File: config.mk
export PLATFORM = sky130hd
export DESIGN_NAME = elga_fadd
export DESIGN_NICKNAME = d
export VERILOG_FILES = /design/src/sv/elga_pkg.sv /design/src/sv/elga_fadd.sv
export SDC_FILE = /design/constraint.sdc
export NUM_CORES = 1
export LEC_CHECK = 0
export BUFFER_PORTS_ARGS = -buffer_cell sky130_fd_sc_hd__buf_2
export CAP_MARGIN = 5
export CORE_MARGIN = 3
export CORE_UTILIZATION = 60
export CTS_BUF_LIST = sky130_fd_sc_hd__clkbuf_8
export CTS_CLUSTER_SIZE = 28
export DETAILED_ROUTE_END_ITERATION = 16
export PLACE_DENSITY = 0.8
export SLEW_MARGIN = 30
export SYNTH_ARGS = -nofsm -noshare
export SYNTH_HDL_FRONTEND = slang
export SYNTH_SLANG_ARGS = --single-unit
File: constraint.sdc
create_clock -name clk -period 5.7 [get_ports clk]
set_clock_uncertainty 0.1 [all_clocks]
set_input_delay 0.285 -clock clk [delete_from_list [all_inputs] [get_ports clk]]
set_output_delay 0.285 -clock clk [all_outputs]
set_load 0.01 [all_outputs]
File: src/sv/elga_pkg.sv
// Package: types, constants and codes shared by the embedding table block.
package elga_pkg;

    localparam int MAX_ROWS = 1024;
    localparam int MAX_DIM  = 64;
    localparam int ROW_W    = $clog2(MAX_ROWS);
    localparam int COL_W    = $clog2(MAX_DIM);
    localparam int ADDR_W   = ROW_W + COL_W;
    localparam int DEPTH    = MAX_ROWS * MAX_DIM;
    localparam int CNT_W    = COL_W + 1;
    localparam int RCMP_W   = 17;

    localparam logic [2:0] OP_LOAD_W   = 3'd0;
    localparam logic [2:0] OP_LOOKUP   = 3'd1;
    localparam logic [2:0] OP_ACC_G    = 3'd2;
    localparam logic [2:0] OP_READ_W   = 3'd3;
    localparam logic [2:0] OP_READ_G   = 3'd4;

    localparam logic [1:0] ST_OK       = 2'd0;
    localparam logic [1:0] ST_RANGE    = 2'd1;
    localparam logic [1:0] ST_PAD      = 2'd2;

    localparam logic [1:0] CFG_ROWS    = 2'd0;
    localparam logic [1:0] CFG_DIM     = 2'd1;
    localparam logic [1:0] CFG_PAD_EN  = 2'd2;
    localparam logic [1:0] CFG_PAD_ROW = 2'd3;

    typedef struct packed {
        logic [2:0]         opcode;
        logic signed [15:0] row_index;
        logic [5:0]         column;
        logic [31:0]        value_bits;
    } req_t;

    typedef struct packed {
        logic [31:0] data_bits;
        logic [5:0]  element_pos;
        logic        last;
        logic [1:0]  status;
    } res_t;

    typedef struct packed {
        logic        start;
        logic [31:0] a;
        logic [31:0] b;
    } fadd_req_t;

    typedef struct packed {
        logic        done;
        logic [31:0] sum;
    } fadd_res_t;

    typedef enum logic [3:0] {
        S_CLEAR,
        S_IDLE,
        S_DECODE,
        S_RD_WAIT,
        S_LOOKUP,
        S_GRAD_RD,
        S_FP_WAIT
    } state_t;

    typedef enum logic [2:0] {
        F_IDLE,
        F_ALIGN,
        F_ADD,
        F_NORM,
        F_ROUND,
        F_DONE
    } fstate_t;

endpackage

File: src/sv/elga_fadd.sv
// Multi-cycle float32 adder, round to nearest even, bit-serial normalization.
module elga_fadd (
    input  logic                clk,
    input  logic                rst_n,
    input  elga_pkg::fadd_req_t req,
    output elga_pkg::fadd_res_t res
);

    elga_pkg::fstate_t st_reg, st_next;
    logic        sign_reg, sign_next;
    logic        sub_reg, sub_next;
    logic [9:0]  e_reg, e_next;
    logic [7:0]  d_reg, d_next;
    logic [26:0] ma_reg, ma_next;
    logic [26:0] mb_reg, mb_next;
    logic [31:0] out_reg, out_next;

    logic [7:0]  ea, eb;
    logic [22:0] fa, fb;
    logic        nan_a, nan_b, inf_a, inf_b, a_big;
    logic [26:0] mska, mskb, mask;
    logic [27:0] sum;
    logic        up;
    logic [24:0] mant;
    logic [9:0]  ef;

    always_ff @(posedge clk or negedge rst_n)
    begin
        if (!rst_n)
        begin
            st_reg <= elga_pkg::F_IDLE;
        end
        else
        begin
            st_reg <= st_next;
        end
    end

    always_ff @(posedge clk)
    begin
        sign_reg <= sign_next;
        sub_reg  <= sub_next;
        e_reg    <= e_next;
        d_reg    <= d_next;
        ma_reg   <= ma_next;
        mb_reg   <= mb_next;
        out_reg  <= out_next;
    end

    always_comb
    begin
        st_next   = st_reg;
        sign_next = sign_reg;
        sub_next  = sub_reg;
        e_next    = e_reg;
        d_next    = d_reg;
        ma_next   = ma_reg;
        mb_next   = mb_reg;
        out_next  = out_reg;
        ea    = req.a[30:23];
        eb    = req.b[30:23];
        fa    = req.a[22:0];
        fb    = req.b[22:0];
        nan_a = (ea == 8'hFF) && (fa != 23'd0);
        nan_b = (eb == 8'hFF) && (fb != 23'd0);
        inf_a = (ea == 8'hFF) && (fa == 23'd0);
        inf_b = (eb == 8'hFF) && (fb == 23'd0);
        a_big = req.a[30:0] >= req.b[30:0];
        mska  = {(ea != 8'd0), fa, 3'b000};
        mskb  = {(eb != 8'd0), fb, 3'b000};
        mask  = ~(27'h7FF_FFFF << d_reg[4:0]);
        sum   = sub_reg ? ({1'b0, ma_reg} - {1'b0, mb_reg})
                        : ({1'b0, ma_reg} + {1'b0, mb_reg});
        up    = ma_reg[2] && (ma_reg[1] || ma_reg[0] || ma_reg[3]);
        mant  = {1'b0, ma_reg[26:3]} + {24'd0, up};
        ef    = 10'd0;
        res.done = (st_reg == elga_pkg::F_DONE);
        res.sum  = out_reg;

        unique case (st_reg)
            elga_pkg::F_IDLE:
            begin
                if (req.start)
                begin
                    // NaNs come back quieted, first operand wins
                    if (nan_a)
                    begin
                        out_next = req.a | 32'h0040_0000;
                        st_next  = elga_pkg::F_DONE;
                    end
                    else if (nan_b)
                    begin
                        out_next = req.b | 32'h0040_0000;
                        st_next  = elga_pkg::F_DONE;
                    end
                    else if (inf_a && inf_b && (req.a[31] != req.b[31]))
                    begin
                        out_next = 32'hFFC0_0000;
                        st_next  = elga_pkg::F_DONE;
                    end
                    else if (inf_a)
                    begin
                        out_next = req.a;
                        st_next  = elga_pkg::F_DONE;
                    end
                    else if (inf_b)
                    begin
                        out_next = req.b;
                        st_next  = elga_pkg::F_DONE;
                    end
                    else
                    begin
                        sub_next = req.a[31] ^ req.b[31];
                        if (a_big)
                        begin
                            sign_next = req.a[31];
                            ma_next   = mska;
                            mb_next   = mskb;
                            e_next    = {2'b00, (ea == 8'd0) ? 8'd1 : ea};
                            d_next    = ((ea == 8'd0) ? 8'd1 : ea)
                                      - ((eb == 8'd0) ? 8'd1 : eb);
                        end
                        else
                        begin
                            sign_next = req.b[31];
                            ma_next   = mskb;
                            mb_next   = mska;
                            e_next    = {2'b00, (eb == 8'd0) ? 8'd1 : eb};
                            d_next    = ((eb == 8'd0) ? 8'd1 : eb)
                                      - ((ea == 8'd0) ? 8'd1 : ea);
                        end
                        st_next = elga_pkg::F_ALIGN;
                    end
                end
            end
            elga_pkg::F_ALIGN:
            begin
                if (d_reg >= 8'd27)
                begin
                    mb_next = {26'd0, (mb_reg != 27'd0)};
                end
                else
                begin
                    mb_next = (mb_reg >> d_reg[4:0])
                            | {26'd0, ((mb_reg & mask) != 27'd0)};
                end
                st_next = elga_pkg::F_ADD;
            end
            elga_pkg::F_ADD:
            begin
                if (sum[27])
                begin
                    ma_next = sum[27:1] | {26'd0, sum[0]};
                    e_next  = e_reg + 10'd1;
                end
                else
                begin
                    ma_next = sum[26:0];
                end
                st_next = elga_pkg::F_NORM;
            end
            elga_pkg::F_NORM:
            begin
                // one bit per cycle, stops at the denormal floor
                if (!ma_reg[26] && (e_reg > 10'd1) && (ma_reg != 27'd0))
                begin
                    ma_next = {ma_reg[25:0], 1'b0};
                    e_next  = e_reg - 10'd1;
                end
                else
                begin
                    st_next = elga_pkg::F_ROUND;
                end
            end
            elga_pkg::F_ROUND:
            begin
                if (ma_reg == 27'd0)
                begin
                    out_next = {sign_reg && !sub_reg, 31'd0};
                end
                else
                begin
                    if (mant[24])
                    begin
                        ef = e_reg + 10'd1;
                    end
                    else
                    begin
                        ef = mant[23] ? e_reg : 10'd0;
                    end
                    if (ef >= 10'd255)
                    begin
                        out_next = {sign_reg, 8'hFF, 23'd0};
                    end
                    else if (mant[24])
                    begin
                        out_next = {sign_reg, ef[7:0], mant[23:1]};
                    end
                    else
                    begin
                        out_next = {sign_reg, ef[7:0], mant[22:0]};
                    end
                end
                st_next = elga_pkg::F_DONE;
            end
            elga_pkg::F_DONE:
            begin
                st_next = elga_pkg::F_IDLE;
            end
            default:
            begin
                st_next = elga_pkg::F_IDLE;
            end
        endcase
    end

endmodule

==> After elaboration in Yosys (flattened, before gate mapping) <==
Cells that the tools add are included.
{ "classes": {"addsub": 7, "n_mul": 0, "div_mod_pow": 0, "magnitude_cmp": 4, "eq_ne": 18, "shift": 2, "mux": 56, "bitwise_logic": 10, "n_reduce_logical": 36} }
{ "op_table": {"columns": ["operator", "count"], "rows": [
  ["$mux 27", 17],
  ["$mux 32", 7],
  ["$mux 10", 12],
  ["$pmux 27 s3", 1],
  ["$reduce_bool 27->1", 3],
  ["$pmux 32 s2", 1],
  ["$or 27x1->27", 2],
  ["$pmux 27 s2", 1],
  ["$logic_not 23->1", 2],
  ["$reduce_bool 23->1", 2],
  ["$mux 8", 4],
  ["$ge 31x31->1", 1],
  ["$mux 31", 1],
  ["$pmux 10 s3", 1],
  ["$add 27x27->28", 1],
  ["$mux 28", 1],
  ["$sub 27x27->28", 1],
  ["$and 27x27->27", 1],
  ["$logic_not 27->1", 1],
  ["$not 27->27", 1],
  ["$shl 27x5->27 const A", 1],
  ["$shr 27x5->27", 1],
  ["$add 24x1->25", 1],
  ["$mux 23", 1],
  ["other kinds (31)", 68]
]} }
{ "word_totals": {"register_bits": 109, "latchBits": 0, "ram_bits": 0, "rom_bits": 0, "in_bits": 67, "output_inout_bits": 33, "word_cells": 141, "memories": 0} }

==> Longest topological paths before layout <==
Gate-level depths: netlist of run 1.
{ "depth": {"word_depth": 12, "depth_mapped": 22, "ltp_nobuf": 19} }

==> Least setup slack after synthesis of run 1 <==
OpenSTA, ideal clock, no wires.
{ "synth_timing": {"path_kind": "register to register", "from": "reg mb_reg[1]", "to": "reg e_reg[0], enable pin", "setup_ns": 0.392, "arrival_ns": 4.361, "t_required_ns": 5.208, "slack_ns": 0.847, "stages_incl_launch_ff": 21, "path_buffers": 2, "period_less_slack_ns": 4.853, "path_cell_list": "edfxtp_1 > inv_1 > ha_1 > nor3b_1 > and3_1 > and2_1 > nor2b_1 > nor2_1 > xnor2_1 > ha_1 > clkbuf_1 > a21o_1 > a21o_1 > a21oi_1 > nand2_1 > a21oi_1 > nor3b_1 > o22a_1 > xor2_1 > clkbuf_1 > a21boi_0"} }
{ "synth_via": {"elab_chain_len": 4, "word_cells_on_any_way": 5, "cone_classes": "add/sub (2); eq/ne (1); mux (1); reduce/logical (1)"} }
{ "synth_lines": {"columns": ["element", "line_no", "source"], "rows": [
  ["start: declaration", "elga_fadd.sv:15", "logic [26:0] mb_reg, mb_next;"],
  ["start signal: assignment", "elga_fadd.sv:46", "mb_reg <= mb_next;"],
  ["$add 27x27->28 or $sub 27x27->28 (tied branches)", "elga_fadd.sv:73, elga_fadd.sv:72", null],
  ["$mux 28 *", "elga_fadd.sv:72", "sum = sub_reg ? ({1'b0, ma_reg} - {1'b0, mb_reg})"],
  ["$ne 2x2->1 (no line) *", null, null],
  ["$reduce_and 9->1 (no line) *", null, null],
  ["end signal: assignment", "elga_fadd.sv:43", "e_reg <= e_next;"],
  ["end: declaration", "elga_fadd.sv:12", "logic [9:0] e_reg, e_next;"]
]} }
Mark *: on every way between the ends. The rest lies on a longest branch, timed or not.
A chain may end at the register's enable or synchronous reset.

==> Final worst setup path of run 1 <==
{ "layout_timing": {"from": "reg mb_reg[1]", "to": "reg e_reg[5], enable pin"} }
Same word-level chain as after synthesis.

==> results by group, run 1 <==
Detailed routing
  • Iteration-0 DRC Markers: approximately 1,800
  • Via Count: 11,900
  • Residual DRC count: 0
  • Routed Antenna Nets: 0
  • Drt pass-1 iters: 6
  • Via/cell ratio: 6.64
  • DR WL/cell: 22.4 microns
  • Final wirelength: 40.1 mm

Clock network
  • Root Buffer: clkbuf_8
  • Num CTS Buffers: 9
  • Clock sinks: 109
  • CTS tree: done
  • Hold Buf Count CTS: 1
  • Max H-tree Level: 3
  • Clock transition at path regs: 130 ps
  • Number of setup buffers added after CTS: 0
  • CTS resizes: 0
  • Clock Latency Late Sink: around 420 ps
  • CTS Buffer Depth: 2

Pwr
  • Pwr dens: 583 nW/um^2
  • Leak Pwr: 5.19 nW
  • VDD IR-drop max: roughly 0.00028 V

Yosys
  • Synth cell types: 77
  • Post-synth EDFFs: 106
  • Sequential area share after synthesis: 0.275
  • Ranking of synthesized cells by area: edfxtp_1, ha_1, a21oi_1
  • Seq cells post-synth: ~110
  • Yosys top cell area share: 0.268
  • Synth warn: 0
  • Mapped Cells: 1,504
  • Asr flop ratio synth: 0.0275
  • Synthesized net count: between 1,500 and 2,000
  • Yosys top cell by area: edfxtp_1
  • Syn avg cell area: 7.88 sq um
  • Main synth FF type: edfxtp_1
  • Synth Cell Area: 11,900 sq um

Global routing
  • First-pass GRT wire length: 60.7 mm
  • Initial antenna violation count: 5
  • Largest net degree at the start of global routing: a little over 80
  • Vias in the first global route: approximately 10,000
  • GR Util All Layers: 0.362
  • Remaining Overflow, GRT: 0

Final layout
  • Final Instance Area: 12,600 sq um
  • Commonest non-fill, non-tap cell in the layout: nor2_1
  • Most frequent cells in the layout: nor2_1, a21oi_1, nand2_1
  • Layout cell share with drive strength beyond 1: 0.119
  • Max reg flops: 32
  • FILL cells: 1,660
  • Synth-to-layout area growth: 6.65%
  • Post-layout nets: 1,667

Place
  • Placed cell areas: 12,400 sq um
  • Gp weighted congestion: 1.05
  • DP HPWL: 31.2 mm
  • Port Buffer Count: just under 100

Worst setup path
  • CP required: between 5000 and 6000 ps
  • Crit. End Element: register
  • Critical path startpoint category: register
  • Data arrival, critical path: between 4000 and 5000 ps
  • Crit path max fanout: 29
  • Kind of critical path: register to register

Floorplan
  • Die X: 147 microns
  • Die area: 21,500 sq um
  • # IOs: 100
  • Starting Density: 0.621
  • # rows: 50
  • Core area: between 15,000 and 20,000 sq um
  • Height of the die: around 150 microns

Timing
  • Post-Route Setup TNS: 0 ps
  • Hold Vio Cnt, Final: 0
  • RSZ-0062 raised after global routing: false
  • Slew Viols, Final: 0
  • Worst-Margin Slew: 883 ps
  • Fin crit share: 0.863
  • Min Tclk post-route: 4920 ps
  • FMAX: 203 MHz
  • Setup violators final: 0
  • Worst relative slew slack: 0.410

Min path
  • Worst hold path class: input port to register

Job
  • Max-Cap Viols: 0

Run status
  • Status: complete, no violations
-- worst max-delay path, stage by stage (launching register included) --
cell,delay [ps]
edfxtp_1,500
inv_1,120
ha_1,160
nor3b_1,340
and3_1,260
and2_1,180
nor2b_1,230
nor2_1,80
xnor2_1,140
ha_1,390
a21o_1,210
a21o_1,170
a21oi_1,210
nand2_1,70
a21oi_1,230
nor3b_1,90
o22a_1,250
xor2_2,190
buf_4,260
a21boi_0,200
buf_4,230
-- layout make-up --
cell class              count  area [sq um]  area share
multi-input cells        1206          7900       0.625
repair buffers            118           653      0.0517
inverters                  76           285      0.0226
diodes                      2          5.00    0.000396
well taps                 260           325      0.0257
clock inverters             7          90.1     0.00713
flip-flops and latches    109          3260       0.258
clock buffers               9           124     0.00980
-- metrics by stage --
step / total power, W / worst slack, ps / utilization / hold WS, ps / instances
after CTS: 0.00722 / 811 / 0.662 / 90.9 / 1785
after global routing: 0.00790 / 444 / 0.662 / 119 / 1786
after floorplan: 0.00541 / 847 / - / -111 / 1504
after detailed placement: 0.00669 / 859 / 0.651 / -13.3 / 1768
final: 0.00738 / 779 / 0.663 / 111 / 1787
after global placement: 0.00663 / 1000 / 0.651 / -16.9 / 1768
-- per-layer routing --
| layer | GRT usage | up-vias | share of wire |
|---|---|---|---|
| li1 | - | 5496 | - |
| met1 | 0.534 | 5444 | 0.41 |
| met2 | 0.533 | 827 | 0.42 |
| met5 | 0 | - | 0.00072 |
| met4 | 0.104 | 4 | 0.031 |
| met3 | 0.0810 | 96 | 0.14 |
-- worst paths after layout --
check / from / end / slack (ps) / depth (start not counted)
setup / recovery: mb_reg[1]$_SDFFCE_PP0P_ / e_reg[5]$_DFFE_PP_ / 780 / 20
hold / removal: req[64] / st_reg[0]$_DFFE_PN0P_ / 110 / 3
setup reg to reg: mb_reg[1]$_SDFFCE_PP0P_ / e_reg[5]$_DFFE_PP_ / 780 / 20
hold reg to reg: st_reg[1]$_DFFE_PN0P_ / st_reg[1]$_DFFE_PN0P_ / 560 / 1
max in group asynchronous: rst_n / st_reg[2]$_DFFE_PN0P_ / 5280 / 2
min in group asynchronous: rst_n / st_reg[0]$_DFFE_PN0P_ / 120 / 2
-- report_power, final --
group	total, W	switching, W	internal (W)
logic	0.00482	0.00294	0.00189
clock network	0.000523	0.000310	0.000213
registers	0.00203	0.000638	0.00139
total	0.00738	0.00389	0.00349
-- cell families after synthesis --
kind of cell             after synthesis  share of synthesized area
buffers and inverters                189                     0.0627
AO/OA/AOI/OAI                        424                      0.217
multiplexers                          80                     0.0818
AND/OR/NAND/NOR                      532                      0.210
adder cells (fa/ha/maj)               80                     0.0863
XOR/XNOR                              90                     0.0671
flip-flops                           109                      0.275
-- Yosys cell counts, types with 6 or more instances --
master / instances
o22ai_1: 49
and2_1: 8
nor2b_1: 19
nand4_1: 20
buf_2: 9
nor2_1: 187
nand2b_1: 11
inv_1: 75
ha_1: 77
a21o_1: 23
xor2_1: 28
mux2_2: 15
mux2i_1: 53
o211ai_1: 9
or3_1: 6
nor3_1: 31
buf_1: 12
mux4_2: 12
edfxtp_1: 106
nor4_1: 31
and3_1: 18
a211oi_1: 16
o21ai_0: 94
o21a_1: 12
nand3_1: 42
a21oi_1: 147
nand2_1: 133
clkbuf_1: 88
a31oi_1: 23
xnor2_1: 61
Power figures use the tool's default switching activity.
==> inputs of run 2 (changes only) <==
==> constraint.sdc (replaced) <==
create_clock -name clk -period 5.7 [get_ports clk]
set_clock_uncertainty 0.1 [all_clocks]
set_input_delay 1.14 -clock clk [delete_from_list [all_inputs] [get_ports clk]]
set_output_delay 1.14 -clock clk [all_outputs]
set_load 0.01 [all_outputs]
==> run 2 against run 1 <==
  * Sequential power about the same
  * Maximum frequency up 0.52%
  * Setup slack improved by 26 ps
  * Worst hold slack gained 290 ps
  * Clock-buffer cell count unchanged
  * Critical path depth is the same
  * Flip-flop and latch count unchanged
  * Via count is 0.56% higher
  * Combinational power about the same
  * Highest routed layer unchanged
==> results by group, run 2 (synthesis results as in run 1) <==
Timing
  • Final WS setup: 804 ps (+25.5 ps)
  • FMAX: 204 MHz (+0.52%)
  • Slew Viols, Final: 0 (unchanged)
  • RSZ-0062 raised after global routing: false
  • Worst-Margin Slew: 838 ps (-44.4 ps)
  • Hold Vio Cnt, Final: 0 (unchanged)
  • Min Tclk post-route: 4900 ps (-25.5 ps)
  • Fin crit share: 0.859 (-0.00448)
  • Post-Route Setup TNS: 0 ps (unchanged)
  • Setup violators final: 0 (unchanged)
  • Worst relative slew slack: 0.427 (+0.0166)

Clock network
  • Clock sinks: 109 (unchanged)
  • Hold Buf Count CTS: 0 (-1)
  • CTS resizes: 0 (unchanged)
  • Clock Latency Late Sink: 410 ps (about the same)
  • Max H-tree Level: 3 (unchanged)
  • CTS tree: done
  • CTS Buffer Depth: 2 (unchanged)
  • Clock transition at path regs: 130 ps (about the same)
  • Root Buffer: clkbuf_8
  • Number of setup buffers added after CTS: 0 (unchanged)
  • Num CTS Buffers: 9 (unchanged)

Global routing
  • Vias in the first global route: 10,500 (+0.41%)
  • Remaining Overflow, GRT: 0 (unchanged)
  • First-pass GRT wire length: 60.4 mm (-0.59%)
  • Largest net degree at the start of global routing: 77 (-6.1%)
  • Initial antenna violation count: 1 (-4)
  • GR Util All Layers: 0.358 (-0.00325)

Final layout
  • Synth-to-layout area growth: 6.44%
  • Layout cell share with drive strength beyond 1: 0.120 (+0.000656)
  • Commonest non-fill, non-tap cell in the layout: nor2_1
  • Most frequent cells in the layout: nor2_1, a21oi_1, nand2_1
  • Finished Core Util: 0.661 (-0.00131)
  • Ant diodes: 0 (-2)
  • Final Instance Area: 12,600 sq um (-0.20%)
  • Post-layout nets: 1,667 (unchanged)
  • Max reg flops: 32 (unchanged)

Worst setup path
  • Critical path startpoint category: register
  • Worst r2r dst: e_reg[8]$_DFFE_PP_
  • Crit path max fanout: 29 (unchanged)
  • Crit. End Element: register
  • Worst R2R Start: mb_reg[1]$_SDFFCE_PP0P_
  • Data arrival, critical path: 4930 ps (about the same)
  • Launch point of the worst path: mb_reg[1]$_SDFFCE_PP0P_
  • CP required: 5740 ps (+30 ps)
  • Worst R2R Setup Slack: 800 ps (+30 ps)
  • Crit path to: e_reg[8]$_DFFE_PP_
  • R2R cell count: 20 (unchanged)
  • Kind of critical path: register to register

Detailed routing
  • Met3 Wirelength: 5.07 mm (-9.0%)
  • Via Count: 11,900 (+0.56%)
  • Residual DRC count: 0 (unchanged)
  • Drt pass-1 iters: 8 (+2)
  • Routed wl met2: 17.4 mm (+3.5%)
  • M1 wire length: 16.3 mm (-0.63%)
  • Iteration-0 DRC Markers: 1,848 (+0.98%)
  • Final wirelength: 39.8 mm (-0.60%)
  • Top routing layer in use: met5
  • Via/cell ratio: 6.69 (+0.67%)
  • DR WL/cell: 22.3 microns (-0.49%)
  • Routed Antenna Nets: 0 (unchanged)

Place
  • Port Buffer Count: 99 (unchanged)
  • Gp weighted congestion: 0.989 (-5.3%)
  • DP HPWL: 30.9 mm (-0.96%)
  • Placed cell areas: 12,400 sq um (about the same)
  • Worst setup slack after placement: 908 ps (+48.7 ps)

Floorplan
  • Die area: 21,500 sq um (unchanged)
  • # rows: 50 (unchanged)
  • Core area: 19,100 sq um (unchanged)
  • # IOs: 100 (unchanged)
  • Height of the die: 147 microns (unchanged)
  • Die X: 147 microns (unchanged)
  • Starting Density: 0.621 (unchanged)

Min path
  • Worst hold path class: input port to async pin

Pwr
  • VDD IR-drop max: 0.000315 V (+14%)
  • Leak Pwr: 5.19 nW (about the same)
  • Pwr dens: 583 nW/um^2 (-0.11%)

Job
  • Max-Cap Viols: 0 (unchanged)

Run status
  • Status: complete, no violations
run 2: worst min path at each step:
| stage | to | start | cells after the start |
|---|---|---|---|
| floorplan | out_reg[31]$_DFFE_PP_ | sign_reg$_DFFE_PP_ | 2 |
| global placement | st_reg[1]$_DFFE_PN0P_ | st_reg[1]$_DFFE_PN0P_ | 1 |
| detailed placement | st_reg[1]$_DFFE_PN0P_ | st_reg[1]$_DFFE_PN0P_ | 1 |
| CTS | st_reg[0]$_DFFE_PN0P_ | rst_n | 1 |
| global route | st_reg[0]$_DFFE_PN0P_ | rst_n | 1 |
| finish | st_reg[0]$_DFFE_PN0P_ | rst_n | 1 |
run 2: report_power, final:
| group | internal [W] | total [W] | switching [W] | leakage [nW] |
|---|---|---|---|---|
| Clock | 0.000173 | 0.000490 | 0.000317 | 0.0970 |
| Combinational | 0.00189 | 0.00484 | 0.00295 | 4.05 |
| Sequential | 0.00139 | 0.00203 | 0.000637 | 1.04 |
run 2: worst max-delay path, stage by stage, from the launching register on:
cell and delay, ps:
edfxtp_1 500, inv_1 120, ha_1 170, nor3b_1 390
and3_1 260, and2_1 180, nor2b_1 220, nor2_1 80
xnor2_1 130, ha_1 390, a21o_1 210, a21o_1 170
a21oi_1 220, nand2_1 70, a21oi_1 220, nor3b_1 90
o22a_1 240, xor2_2 190, buf_4 260, a21boi_0 200
buf_4 230
run 2: layout make-up:
| type | count | area, sq um |
|---|---|---|
| multi-input cells | 1206 | 7900 |
| fillers | 1636 | 6460 |
| clock buffers | 9 | 124 |
| inverters | 76 | 285 |
| well taps | 260 | 325 |
| repair buffers | 118 | 651 |
| flip-flops and latches | 109 | 3260 |
| clock inverters | 7 | 72.6 |
run 2: layer usage:
layer,GRT usage,up-vias
li1,-,5493
met1,0.527,5548
met2,0.542,804
met3,0.0782,86
met4,0.0833,2
met5,0,-
run 2: metrics by stage:
| stage | hold slack (ps) | power (W) | instances |
|---|---|---|---|
| after floorplan | 509 | 0.00541 | 1504 |
| after global placement | 552 | 0.00664 | 1769 |
| after detailed placement | 549 | 0.00670 | 1769 |
| after CTS | 391 | 0.00719 | 1785 |
| after global routing | 385 | 0.00785 | 1785 |
| final | 406 | 0.00735 | 1785 |
